===== config.mk =====
export PLATFORM = sky130hd
export DESIGN_NAME = aws_front
export DESIGN_NICKNAME = d
export VERILOG_FILES = /design/src/design/aws_pkg.sv /design/src/design/aws_front.sv
export SDC_FILE = /design/constraint.sdc
export NUM_CORES = 1
export LEC_CHECK = 0
export BUFFER_PORTS_ARGS = -buffer_cell sky130_fd_sc_hd__clkbuf_2
export CELL_PAD_IN_SITES_DETAIL_PLACEMENT = 1
export CELL_PAD_IN_SITES_GLOBAL_PLACEMENT = 1
export CORE_MARGIN = 10
export CORE_UTILIZATION = 50
export DETAILED_ROUTE_END_ITERATION = 12
export PLACE_DENSITY_LB_ADDON = 0.1
export SKIP_CTS_REPAIR_TIMING = 1
export SYNTH_ARGS = -nofsm -noshare
export SYNTH_HDL_FRONTEND = slang
export SYNTH_SLANG_ARGS = --single-unit
export TNS_END_PERCENT = 5

===== constraint.sdc =====
create_clock -name i_clk -period 6.65 [get_ports i_clk]
set_clock_uncertainty 0.2 [all_clocks]
set_input_delay 0.665 -clock i_clk [delete_from_list [all_inputs] [get_ports i_clk]]
set_output_delay 0.665 -clock i_clk [all_outputs]
set_load 0.03 [all_outputs]

===== src/design/aws_pkg.sv =====
// Shared constants, types and the CORDIC angle table of the arctangent waveshaper.
// Used by every module of the block and by its port checker; depends on nothing.
package aws_pkg;

    localparam int SAMPLE_WIDTH = 16;
    localparam int ATAN_STEPS   = 16;
    localparam int TABLE_LEN    = 24;
    localparam int CORDIC_STEPS = (ATAN_STEPS < TABLE_LEN) ? ATAN_STEPS : TABLE_LEN;

    localparam int GAIN_FRAC  = 8;
    localparam int GAIN_W     = 17;
    localparam int SCALE_W    = 16;
    localparam int OUT_W      = 17;
    localparam int ANGLE_FRAC = 30;

    localparam int MAG_W  = SAMPLE_WIDTH;
    localparam int YMAG_W = MAG_W + GAIN_W;
    localparam int XY_W   = YMAG_W + 3;
    localparam int Z_W    = 33;
    localparam int ANG_W  = 31;
    localparam int PROD_W = ANG_W + SCALE_W;

    localparam int IN_BYTES_W  = ((SAMPLE_WIDTH + 7) / 8) * 8;
    localparam int OUT_BYTES_W = ((OUT_W + 7) / 8) * 8;

    localparam logic [ANG_W-1:0]  HALF_PI_Q30 = 31'd1686629713;
    localparam logic [OUT_W-1:0]  OUT_MAX     = 17'd65535;
    localparam logic [PROD_W-1:0] ROUND_HALF  = PROD_W'(1) << (ANGLE_FRAC - 1);

    localparam logic [GAIN_W-1:0]  GAIN_RESET  = 17'd362;
    localparam logic [SCALE_W-1:0] SCALE_RESET = 16'd32768;

    localparam int CFG_IDX_W  = 1;
    localparam int CFG_DATA_W = GAIN_W;

    typedef enum logic [CFG_IDX_W-1:0] {
        CFG_INPUT_GAIN   = 1'b0,
        CFG_OUTPUT_SCALE = 1'b1
    } t_cfg_index;

    typedef struct packed {
        logic              neg;
        logic [YMAG_W-1:0] ymag;
    } t_front_word;

    typedef struct packed {
        logic                   neg;
        logic signed [XY_W-1:0] x;
        logic signed [XY_W-1:0] y;
        logic signed [Z_W-1:0]  z;
    } t_cordic_word;

    // atan(2^-i) in Q1.30, truncated.
    function automatic logic [ANG_W-1:0] atan_entry(input int unsigned idx);
        logic [ANG_W-1:0] val;
        unique case (idx)
            0:       val = 31'd843314856;
            1:       val = 31'd497837829;
            2:       val = 31'd263043836;
            3:       val = 31'd133525158;
            4:       val = 31'd67021686;
            5:       val = 31'd33543515;
            6:       val = 31'd16775850;
            7:       val = 31'd8388437;
            8:       val = 31'd4194282;
            9:       val = 31'd2097149;
            10:      val = 31'd1048575;
            11:      val = 31'd524287;
            12:      val = 31'd262143;
            13:      val = 31'd131071;
            14:      val = 31'd65535;
            15:      val = 31'd32767;
            16:      val = 31'd16383;
            17:      val = 31'd8191;
            18:      val = 31'd4095;
            19:      val = 31'd2047;
            20:      val = 31'd1023;
            21:      val = 31'd511;
            22:      val = 31'd255;
            23:      val = 31'd127;
            default: val = '0;
        endcase
        return val;
    endfunction

endpackage


===== src/design/aws_front.sv =====
// Front end of the arctangent waveshaper: sign split, magnitude and drive gain multiply.
// Two register stages; uses aws_pkg.
module aws_front (
    input  logic                                  i_clk,
    input  logic                                  i_rst_n,
    input  logic                                  i_valid,
    input  logic signed [aws_pkg::SAMPLE_WIDTH-1:0] i_sample,
    input  logic [aws_pkg::GAIN_W-1:0]            i_gain,
    input  logic                                  i_next_ready,
    output logic                                  o_ready,
    output logic                                  o_valid,
    output aws_pkg::t_front_word                  o_word
);

    logic                        r_va;
    logic                        r_neg;
    logic [aws_pkg::MAG_W-1:0]   r_mag;
    logic                        r_vb;
    aws_pkg::t_front_word        r_word;

    logic                        en_a;
    logic                        en_b;
    logic [aws_pkg::MAG_W-1:0]   n_mag;
    aws_pkg::t_front_word        n_word;

    assign en_b = !r_vb || i_next_ready;
    assign en_a = !r_va || en_b;

    always_comb begin
        if (i_sample[aws_pkg::SAMPLE_WIDTH-1]) begin
            n_mag = ~$unsigned(i_sample) + aws_pkg::MAG_W'(1);
        end else begin
            n_mag = $unsigned(i_sample);
        end
        n_word.neg  = r_neg;
        n_word.ymag = aws_pkg::YMAG_W'(r_mag) * aws_pkg::YMAG_W'(i_gain);
    end

    always_ff @(posedge i_clk) begin
        if (!i_rst_n) begin
            r_va <= 1'b0;
            r_vb <= 1'b0;
        end else begin
            if (en_a) begin
                r_va <= i_valid;
            end
            if (en_b) begin
                r_vb <= r_va;
            end
        end
    end

    always_ff @(posedge i_clk) begin
        if (en_a) begin
            r_neg <= i_sample[aws_pkg::SAMPLE_WIDTH-1];
            r_mag <= n_mag;
        end
        if (en_b) begin
            r_word <= n_word;
        end
    end

    assign o_ready = en_a;
    assign o_valid = r_vb;
    assign o_word  = r_word;

endmodule


==> metrics.md <==
| Metric | Value |
|---|---|
| Initial antenna violation count | `0` |
| Yosys reg bits | `53` |
| Most numerous cell in the Yosys netlist | `inv_1` |
| Minimum clock period | `6.38 ns` |
| Commonest cells in the netlist | `247 x inv_1, 208 x fa_1, 172 x nand2_1, 128 x and2_1, 106 x ha_1` |
| Yosys warning total | `0` |
| Min-delay worst type | `reg -> reg` |
| Clock tree buffer depth | `2` |
| Top cell by count, worst path | `fa_1` |
| Post-DP HPWL | `26,200 um` |
| N_diodes | `0` |
| Core Footprint | `21,900 sq um` |
| Vias in the first global route | `9,476` |
| Mapped Area | `11,200 sq um` |
| CP max stage cell | `fa_1` |
| # rows | `54` |
| DRC viols | `0` |
| M3 GR Usage | `0.0236` |
| Post-synthesis sequential area ratio | `0.141` |
| GRT overflow | `0` |
| Routed wire length | `31,400 um` |
| Placed Cells | `1,523` |
| CP Data Arrival Time | `6.23 ns` |
| TritonCTS Buffers | `5` |
| Max Slew Vio Count | `0` |
| Effective utilization at floorplan | `0.510` |
| Aggregate global-route resource usage | `0.223` |
| Global-route wire length before repair | `50,300 um` |
| Yosys top cell by area | `fa_1` |
| CP Cell Sequence | `clkbuf_2, and2_1, fa_1, inv_1, fa_1, inv_1, fa_1, fa_1, fa_1, inv_1, fa_1, inv_1, ha_1, a21oi_1, o221a_1, o211ai_2, a21oi_1, a21bo_4, o311ai_1, a311oi_2` |
| Die area | `28,700 sq um` |
| Largest net degree at the start of global routing | `34` |
| Crit end category | `register` |
| Area delta synth->final | `10.7%` |
| Max stage delay on crit path | `0.54 ns` |
| Clk slew on worst S/H paths | `0.08 ns` |
| Setup WS pre-CTS | `-0.0952 ns` |
| Status | `finished clean` |
| CTS tree | `done` |
| Wire per inst | `20.2 um` |
| GR Util met2 | `0.414` |
| Final Hold Fails | `0` |
| Worst setup SP type | `input port` |
| Buf/Inv on CP | `5` |
| Via/cell ratio | `5.34` |
| Final nets | `1,627` |
| Multi-input gate area | `8390 sq um` |
| Primary FF master, synth | `edfxtp_1` |
| Actual slew at the worst max-slew pin | `0.852 ns` |
| Yosys cell types | `68` |
| H-Tree Depth | `2` |
| Reg area | `1570 sq um` |
| Post-Layout Cell Count | `1,557` |
| Final worst slack | `0.266 ns` |
| Drt first pass iters | `5` |
| Clk Tree Root Cell | `clkbuf_16` |
| Post-DRT Antenna Nets | `0` |
| Relative slew slack | `0.432` |
| Die width | `169 um` |
| Critical path type | `in -> reg` |
| Largest delay share family, worst path | `adder cells` |
| CTS Sinks | `53` |
| Number of synthesized flops with an enable pin | `51` |
| Chip height | `169 um` |
| Met1 Use GR | `0.260` |
| Top post-synthesis cells by area | `fa_1 37%, edfxtp_1 14%, ha_1 12%, inv_1 8.3%, and2_1 7.2%` |
| Tcrit/Tclk final | `0.960` |
| Required @ worst endpoint | `6.49 ns` |
| IO Count | `73` |
| Most crowded layer after global routing | `met2` |
| Via count | `8,320` |
| Crit Path Max Fanout | `12` |
| Port bufs | `72` |
| Setup violators final | `0` |
| Mean Syn Cell Area | `9.54 sq um` |
| GPL Wtd Cong | `0.870` |
| Share of layout cells above drive strength 1 | `0.135` |
| Clk_lat worst skew | `0.30 ns` |
| Synthesized Nets | `1,522` |
| # fillers | `2,580` |
| Synth Instances | `1,171` |
| Fmax | `0.157 GHz` |
| Ys async rst share | `0` |
| RSZ-0062 raised after global routing | `false` |
| Synth top area share | `0.373` |
| 1st-iter DRT viols | `384` |
| Final Core Density | `0.565` |
| Setup tns final | `0 ns` |
| Max-Cap Viols | `0` |
per-stage QoR:
stage	hold slack, ns	cell area (sq um)
after global routing	0.252	12400
after CTS	0.239	12100
after floorplan	0.200	11200
after detailed placement	0.212	12000
final	0.242	12400
after global placement	0.217	12000
registers in the layout, summed over array words and instances (netlist names):
| signal | count |
|---|---|
| o_valid | 1 |
| o_word | 34 |
| r_mag | 16 |
| r_neg | 1 |
| r_va | 1 |
metal layers:
metal | routed length (um) | vias to the layer above | part of all wire
met2 | 17100 | 164 | 0.54
li1 | - | 3785 | -
met1 | 12400 | 4322 | 0.39
met3 | 815 | 49 | 0.026
met5 | 0 | - | 0
met4 | 1070 | 0 | 0.034
worst paths after layout:
kind                  start         end  slack (ns)  cells past startpoint
setup / recovery  i_gain[5]  o_word[30]        0.27                     20
hold / removal        r_neg  o_word[33]        0.24                      0
setup reg to reg  r_mag[11]  o_word[30]        0.29                     19
hold reg to reg       r_neg  o_word[33]        0.24                      0
placed cells by master, fill, tap and decap left out, types with 3 or more instances in the layout:
cell type,n
nand2_1,172
o21a_1,3
or3_1,3
clkbuf_2,71
nor2b_1,5
edfxtp_1,51
a31oi_1,5
xnor2_1,33
nand3_1,8
ha_1,106
a21oi_1,29
a21o_1,12
and2_1,128
o21ai_0,17
buf_4,73
nand4_1,6
xor2_1,10
o31ai_1,3
nor3_1,6
nor2_1,21
inv_1,247
fa_1,208
clkbuf_16,5
area by class of cell:
| class | instances | area share |
|---|---|---|
| Clock inverter | 3 | 0.00354 |
| Multi-Input combinational cell | 822 | 0.679 |
| Tap cell | 280 | 0.0283 |
| Clock buffer | 5 | 0.0101 |
| Inverter | 247 | 0.0750 |
| Sequential cell | 53 | 0.127 |
| Timing Repair Buffer | 147 | 0.0767 |
worst reg2reg max path, cell delays in order (launching register included):
cell and delay [ns]:
edfxtp_1 0.62, and2_1 0.26, fa_1 0.51, inv_1 0.06, fa_1 0.54, inv_1 0.05, fa_1 0.49, fa_1 0.44
fa_1 0.51, inv_1 0.06, fa_1 0.50, inv_1 0.06, ha_1 0.38, a21oi_1 0.23, o221a_1 0.26, o211ai_2 0.08
a21oi_1 0.17, a21bo_4 0.26, o311ai_1 0.32, a311oi_2 0.08
cell families after synthesis:
family	synth area share
AOI/OAI and AO/OA	0.0605
xor gates and xnor gates	0.0337
adders and majority gates	0.492
buffers and inverters	0.108
DFF	0.141
muxes	0.000896
and+or+nand+nor	0.164
Power is not shown: default switching activity piles up to over one toggle a cycle in this logic, so the estimate is an artifact.
