### src/design/aws_pkg.sv
// Shared constants, types and the CORDIC angle table of the arctangent waveshaper.
// Used by every module of the block and by its port checker; depends on nothing.
package aws_pkg;

    localparam int SAMPLE_WIDTH = 16;
    localparam int ATAN_STEPS   = 16;
    localparam int TABLE_LEN    = 24;
    localparam int CORDIC_STEPS = (ATAN_STEPS < TABLE_LEN) ? ATAN_STEPS : TABLE_LEN;

    localparam int GAIN_FRAC  = 8;
    localparam int GAIN_W     = 17;
    localparam int SCALE_W    = 16;
    localparam int OUT_W      = 17;
    localparam int ANGLE_FRAC = 30;

    localparam int MAG_W  = SAMPLE_WIDTH;
    localparam int YMAG_W = MAG_W + GAIN_W;
    localparam int XY_W   = YMAG_W + 3;
    localparam int Z_W    = 33;
    localparam int ANG_W  = 31;
    localparam int PROD_W = ANG_W + SCALE_W;

    localparam int IN_BYTES_W  = ((SAMPLE_WIDTH + 7) / 8) * 8;
    localparam int OUT_BYTES_W = ((OUT_W + 7) / 8) * 8;

    localparam logic [ANG_W-1:0]  HALF_PI_Q30 = 31'd1686629713;
    localparam logic [OUT_W-1:0]  OUT_MAX     = 17'd65535;
    localparam logic [PROD_W-1:0] ROUND_HALF  = PROD_W'(1) << (ANGLE_FRAC - 1);

    localparam logic [GAIN_W-1:0]  GAIN_RESET  = 17'd362;
    localparam logic [SCALE_W-1:0] SCALE_RESET = 16'd32768;

    localparam int CFG_IDX_W  = 1;
    localparam int CFG_DATA_W = GAIN_W;

    typedef enum logic [CFG_IDX_W-1:0] {
        CFG_INPUT_GAIN   = 1'b0,
        CFG_OUTPUT_SCALE = 1'b1
    } t_cfg_index;

    typedef struct packed {
        logic              neg;
        logic [YMAG_W-1:0] ymag;
    } t_front_word;

    typedef struct packed {
        logic                   neg;
        logic signed [XY_W-1:0] x;
        logic signed [XY_W-1:0] y;
        logic signed [Z_W-1:0]  z;
    } t_cordic_word;

    // atan(2^-i) in Q1.30, truncated.
    function automatic logic [ANG_W-1:0] atan_entry(input int unsigned idx);
        logic [ANG_W-1:0] val;
        unique case (idx)
            0:       val = 31'd843314856;
            1:       val = 31'd497837829;
            2:       val = 31'd263043836;
            3:       val = 31'd133525158;
            4:       val = 31'd67021686;
            5:       val = 31'd33543515;
            6:       val = 31'd16775850;
            7:       val = 31'd8388437;
            8:       val = 31'd4194282;
            9:       val = 31'd2097149;
            10:      val = 31'd1048575;
            11:      val = 31'd524287;
            12:      val = 31'd262143;
            13:      val = 31'd131071;
            14:      val = 31'd65535;
            15:      val = 31'd32767;
            16:      val = 31'd16383;
            17:      val = 31'd8191;
            18:      val = 31'd4095;
            19:      val = 31'd2047;
            20:      val = 31'd1023;
            21:      val = 31'd511;
            22:      val = 31'd255;
            23:      val = 31'd127;
            default: val = '0;
        endcase
        return val;
    endfunction

endpackage

### src/design/aws_back.sv
// Back end of the arctangent waveshaper: angle clamp, output scale multiply,
// rounding, saturation and sign restore. Two register stages; uses aws_pkg.
module aws_back (
    input  logic                           i_clk,
    input  logic                           i_rst_n,
    input  logic                           i_valid,
    input  aws_pkg::t_cordic_word          i_word,
    input  logic [aws_pkg::SCALE_W-1:0]    i_scale,
    input  logic                           i_next_ready,
    output logic                           o_ready,
    output logic                           o_valid,
    output logic signed [aws_pkg::OUT_W-1:0] o_sample
);

    logic                              r_vc;
    logic                              r_neg;
    logic [aws_pkg::PROD_W-1:0]        r_prod;
    logic                              r_vd;
    logic signed [aws_pkg::OUT_W-1:0]  r_out;

    logic                              en_c;
    logic                              en_d;
    logic [aws_pkg::ANG_W-1:0]         ang;
    logic [aws_pkg::PROD_W-1:0]        n_prod;
    logic [aws_pkg::PROD_W-1:0]        rounded;
    logic [aws_pkg::OUT_W-1:0]         mag;
    logic [aws_pkg::OUT_W-1:0]         sat;
    logic signed [aws_pkg::OUT_W-1:0]  n_out;

    assign en_d = !r_vd || i_next_ready;
    assign en_c = !r_vc || en_d;

    always_comb begin
        priority if (i_word.z < 0) begin
            ang = '0;
        end else if (i_word.z > $signed({2'b00, aws_pkg::HALF_PI_Q30})) begin
            ang = aws_pkg::HALF_PI_Q30;
        end else begin
            ang = i_word.z[aws_pkg::ANG_W-1:0];
        end
        n_prod = aws_pkg::PROD_W'(ang) * aws_pkg::PROD_W'(i_scale);

        rounded = r_prod + aws_pkg::ROUND_HALF;
        mag     = rounded[aws_pkg::ANGLE_FRAC +: aws_pkg::OUT_W];
        sat     = (mag > aws_pkg::OUT_MAX) ? aws_pkg::OUT_MAX : mag;
        n_out   = r_neg ? $signed(-sat) : $signed(sat);
    end

    always_ff @(posedge i_clk) begin
        if (!i_rst_n) begin
            r_vc <= 1'b0;
            r_vd <= 1'b0;
        end else begin
            if (en_c) begin
                r_vc <= i_valid;
            end
            if (en_d) begin
                r_vd <= r_vc;
            end
        end
    end

    always_ff @(posedge i_clk) begin
        if (en_c) begin
            r_neg  <= i_word.neg;
            r_prod <= n_prod;
        end
        if (en_d) begin
            r_out <= n_out;
        end
    end

    assign o_ready  = en_c;
    assign o_valid  = r_vd;
    assign o_sample = r_out;

endmodule

### config.mk
export PLATFORM = sky130hd
export DESIGN_NAME = aws_back
export DESIGN_NICKNAME = d
export VERILOG_FILES = /design/src/design/aws_pkg.sv /design/src/design/aws_back.sv
export SDC_FILE = /design/constraint.sdc
export NUM_CORES = 1
export LEC_CHECK = 0
export BUFFER_PORTS_ARGS = -buffer_cell sky130_fd_sc_hd__buf_2
export CORE_ASPECT_RATIO = 1.25
export CORE_MARGIN = 3
export CORE_UTILIZATION = 45
export CTS_CLUSTER_SIZE = 16
export DETAILED_ROUTE_END_ITERATION = 12
export SLEW_MARGIN = 0
export SYNTH_ARGS = -nofsm -noshare
export SYNTH_HDL_FRONTEND = slang
export SYNTH_SLANG_ARGS = --single-unit
### constraint.sdc
create_clock -name i_clk -period 9.9 [get_ports i_clk]
set_input_delay 0.495 -clock i_clk [delete_from_list [all_inputs] [get_ports i_clk]]
set_output_delay 0.495 -clock i_clk [all_outputs]
set_load 0.005 [all_outputs]
==> run summary <==
Hpwl dp -> 37.31 mm
DRC viols -> 0
Post-synth EDFFs -> 36
Fin. max-slew vios -> 0
Via count -> 13460
Worst path slowest cell -> nor4bb_1
Pre-Repair DR Iteration Count -> 5
Die area -> 41340 µm²
CTS clk-pin slew, worst paths -> 0.05 ns
Combinational power share -> 0.904
GR Overflow Total -> 0
Clk root buf -> clkbuf_16
PnR worst setup slack -> 0.4440 ns
RD Place Congestion -> 0.8552
RSZ-0062 raised after global routing -> false
Floorplan die height -> 226.6 µm
Syn_nets -> 2629
Setup TNS -> 0 ns
CP Max Fanout -> 35
Synth Instances -> 1982
Tightest Pin Transition -> 1.089 ns
Pre-CTS WS -> 0.2165 ns
P&R area growth vs syn -> 5.687%
Setup violators final -> 0
Synth warn -> 0
WL final -> 47.82 mm
Worst hold path type -> primary input to register
Post-route cell area -> 18510 µm²
Leak -> 9.482 nW
Global-route wire length before repair -> 76.76 mm
Area of the multi-input gates -> 14300 µm²
Outcome -> completed
# diodes -> 0
Share of layout cells above drive strength 1 -> 0.07129
Placed insts -> 2476
H-tree levels -> 2
Critical path required time -> 9.92 ns
CP Class -> primary input to register
Clk buf depth -> 2
Seq/Total Area, Yosys -> 0.06401
Initial Util -> 0.4569
Vias per cell -> 5.419
Most used cell, CP -> fa_1
R2r endpoint -> o_sample[14]
Clk sinks -> 38
Antenna Violating Nets Remaining -> 0
Non-Filler Instances -> 2484
Reg power frac -> 0.071
Clock network fraction of total power -> 0.025
I/O pins -> 145
Overall Power -> 0.005899 W
CP max stage delay -> 0.82 ns
Num CTS Buffers -> 5
Die Wd -> 182.5 µm
Type of origin of the critical path -> primary input
CTS tree -> built
Skew-Pair Late Insertion Delay -> 0.28 ns
Count of max-cap constraint violations -> 0
Hold buffers post-CTS -> 0
Setup bufs post-CTS -> 0
Slew HR -> 0.2670
Sequential cell area -> 1121 µm²
Worst Hold End -> r_neg
Fin. Hold Viols -> 0
Critical path origin -> i_word[12]
Min cycle time layout -> 9.456 ns
Total Routing Usage GR -> 0.2368
Avg WL per Cell -> 19.25 µm
Post-DP Area -> 18370 µm²
Post-synth cell types -> 62
Crit end category -> register
Reg2Reg Depth -> 13
Ys async rst share -> 0
Number of synthesized register bits -> 38
Arr. time, crit path -> 9.48 ns
Power per cell area -> 318.7 nW/µm²
Synthesized area -> 17510 µm²
FP Rows -> 80
Synth Flop Type -> edfxtp_1
Worst r2r src -> r_prod[31]
NetSw -> 0.003196 W
Largest net degree at the start of global routing -> 39
Int Pwr -> 0.002703 W
Period utilization -> 0.9552
Initial DRC Count -> 734
Clock skew -> 0.003364 ns
Max Clk Rate -> 0.1058 GHz
Syn Area/Cell -> 8.837 µm²
# fillers -> 3751
Switching part of the total -> 0.5418
Min-delay src -> i_word[105]
I/O Buffers -> 72
Hold depth -> 1
Flop-to-flop setup slack -> 5.87 ns
Core area -> 38340 µm²
Worst vdd ir -> 0.3216 mV
Initial antenna violation count -> 2
Vias in the first global route -> 14120
Post-CTS sizing -> 0
# nets final -> 2638
-- worst max path at each step --
| stage | endpoint | slack [ns] | cells after the start |
|---|---|---|---|
| global route | r_prod[39] | 0.07 | 30 |
| finish | r_prod[39] | 0.44 | 30 |
| CTS | r_prod[45] | 0.53 | 30 |
| detailed placement | r_prod[39] | 0.22 | 30 |
| floorplan | r_prod[39] | 1.34 | 28 |
| global placement | r_prod[45] | 0.35 | 29 |
-- final cells by class --
cell class | count | area share
clock buffers | 6 | 0.006962
clock inverters | 2 | 0.0004732
inverters | 450 | 0.09125
multi-input cells | 1386 | 0.7726
flip-flops and latches | 38 | 0.06057
well taps | 492 | 0.03326
repair buffers | 110 | 0.03488
-- routing by layer --
layer  wire length [µm]  vias up  global-route usage
met3               2712       96             0.02054
met4               1395        4             0.06219
met5                 22        -                   0
met1              20310     6914              0.3230
met2              23380      425              0.4103
li1                   -     6022                   -
-- synth_stat cells, types with 6 or more instances --
library cell | n | area, µm²
inv_1 | 450 | 1689
fa_1 | 403 | 8068
nand2_1 | 319 | 1197
and2_1 | 123 | 769.5
ha_1 | 118 | 1476
and3_1 | 109 | 681.9
clkbuf_1 | 103 | 386.6
edfxtp_1 | 36 | 1081
o21ai_0 | 36 | 180.2
a21oi_1 | 33 | 165.2
nor2_1 | 26 | 97.59
xnor2_1 | 24 | 210.2
a21o_1 | 20 | 150.1
xor2_1 | 18 | 157.7
nand4_1 | 16 | 100.1
nand3_1 | 15 | 75.07
nor3_1 | 11 | 55.05
and3_2 | 9 | 67.56
nor2b_1 | 8 | 50.05
a31oi_1 | 7 | 43.79
o31ai_1 | 7 | 52.55
and4_1 | 6 | 52.55
nand2b_1 | 6 | 37.54
or4_1 | 6 | 45.04
-- power by group through the flow --
stage	Combinational [W]	Sequential, W	Clock (W)
floorplan	0.00397	0.000418	0
global placement	0.00522	0.000420	0
detailed placement	0.00532	0.000425	0
CTS	0.00536	0.000422	0.000153
global route	0.00614	0.000433	0.000159
finish	0.00533	0.000421	0.000147
-- logic make-up after synthesis --
group	Yosys count	synth area share
buf+inv	558	0.1199
xor+xnor	42	0.02100
simple gates	675	0.1935
flops	38	0.06401
mux	2	0.001286
compound gates	146	0.05537
fa+ha+maj	521	0.5449
-- critical path: cells and delay by family --
family | cells | cell delay (ns)
adder cells (fa/ha/maj) | 7 | 3.38
AND/OR/NAND/NOR | 8 | 3.03
XOR/XNOR | 1 | 0.15
AO/OA/AOI/OAI | 6 | 1.29
buffers and inverters | 8 | 1.08
-- placed cells by master (no fill, tap or decap), types with 3 or more instances in the layout --
| master | count |
|---|---|
| xor2_1 | 18 |
| nand3_1 | 15 |
| o21a_1 | 4 |
| and3_1 | 109 |
| o21ai_0 | 31 |
| buf_2 | 72 |
| a211o_1 | 3 |
| nand4_1 | 16 |
| inv_1 | 450 |
| or2_2 | 4 |
| edfxtp_1 | 36 |
| nor2_1 | 26 |
| a311oi_1 | 4 |
| a22oi_1 | 5 |
| and2_1 | 123 |
| or3_1 | 3 |
| nand2b_1 | 6 |
| nor3_1 | 11 |
| a21o_1 | 20 |
| and3_2 | 9 |
| nor4_1 | 5 |
| nand2_1 | 319 |
| nor2b_1 | 7 |
| buf_4 | 38 |
| or4_1 | 6 |
| xnor2_1 | 24 |
| ha_1 | 118 |
| and4_1 | 6 |
| a211oi_1 | 5 |
| fa_1 | 403 |
| o31ai_1 | 7 |
| o21ai_1 | 6 |
| a31oi_1 | 7 |
| clkbuf_16 | 5 |
| a21oi_1 | 33 |
-- metrics by stage --
stage / utilization / hold WS, ns
6_report: 0.4828 / 0.3937
5_1_grt: 0.4828 / 0.3898
4_1_cts: 0.4828 / 0.3877
2_1_floorplan: - / 0.4627
3_5_place_dp: 0.4792 / 0.4983
3_3_place_gp: 0.4792 / 0.4781
-- registers in the layout, summed over array words and instances (netlist names) --
register  count
r_neg         1
r_vc          1
o_valid       1
r_prod       18
o_sample     17
Power figures use the tool's default switching activity.
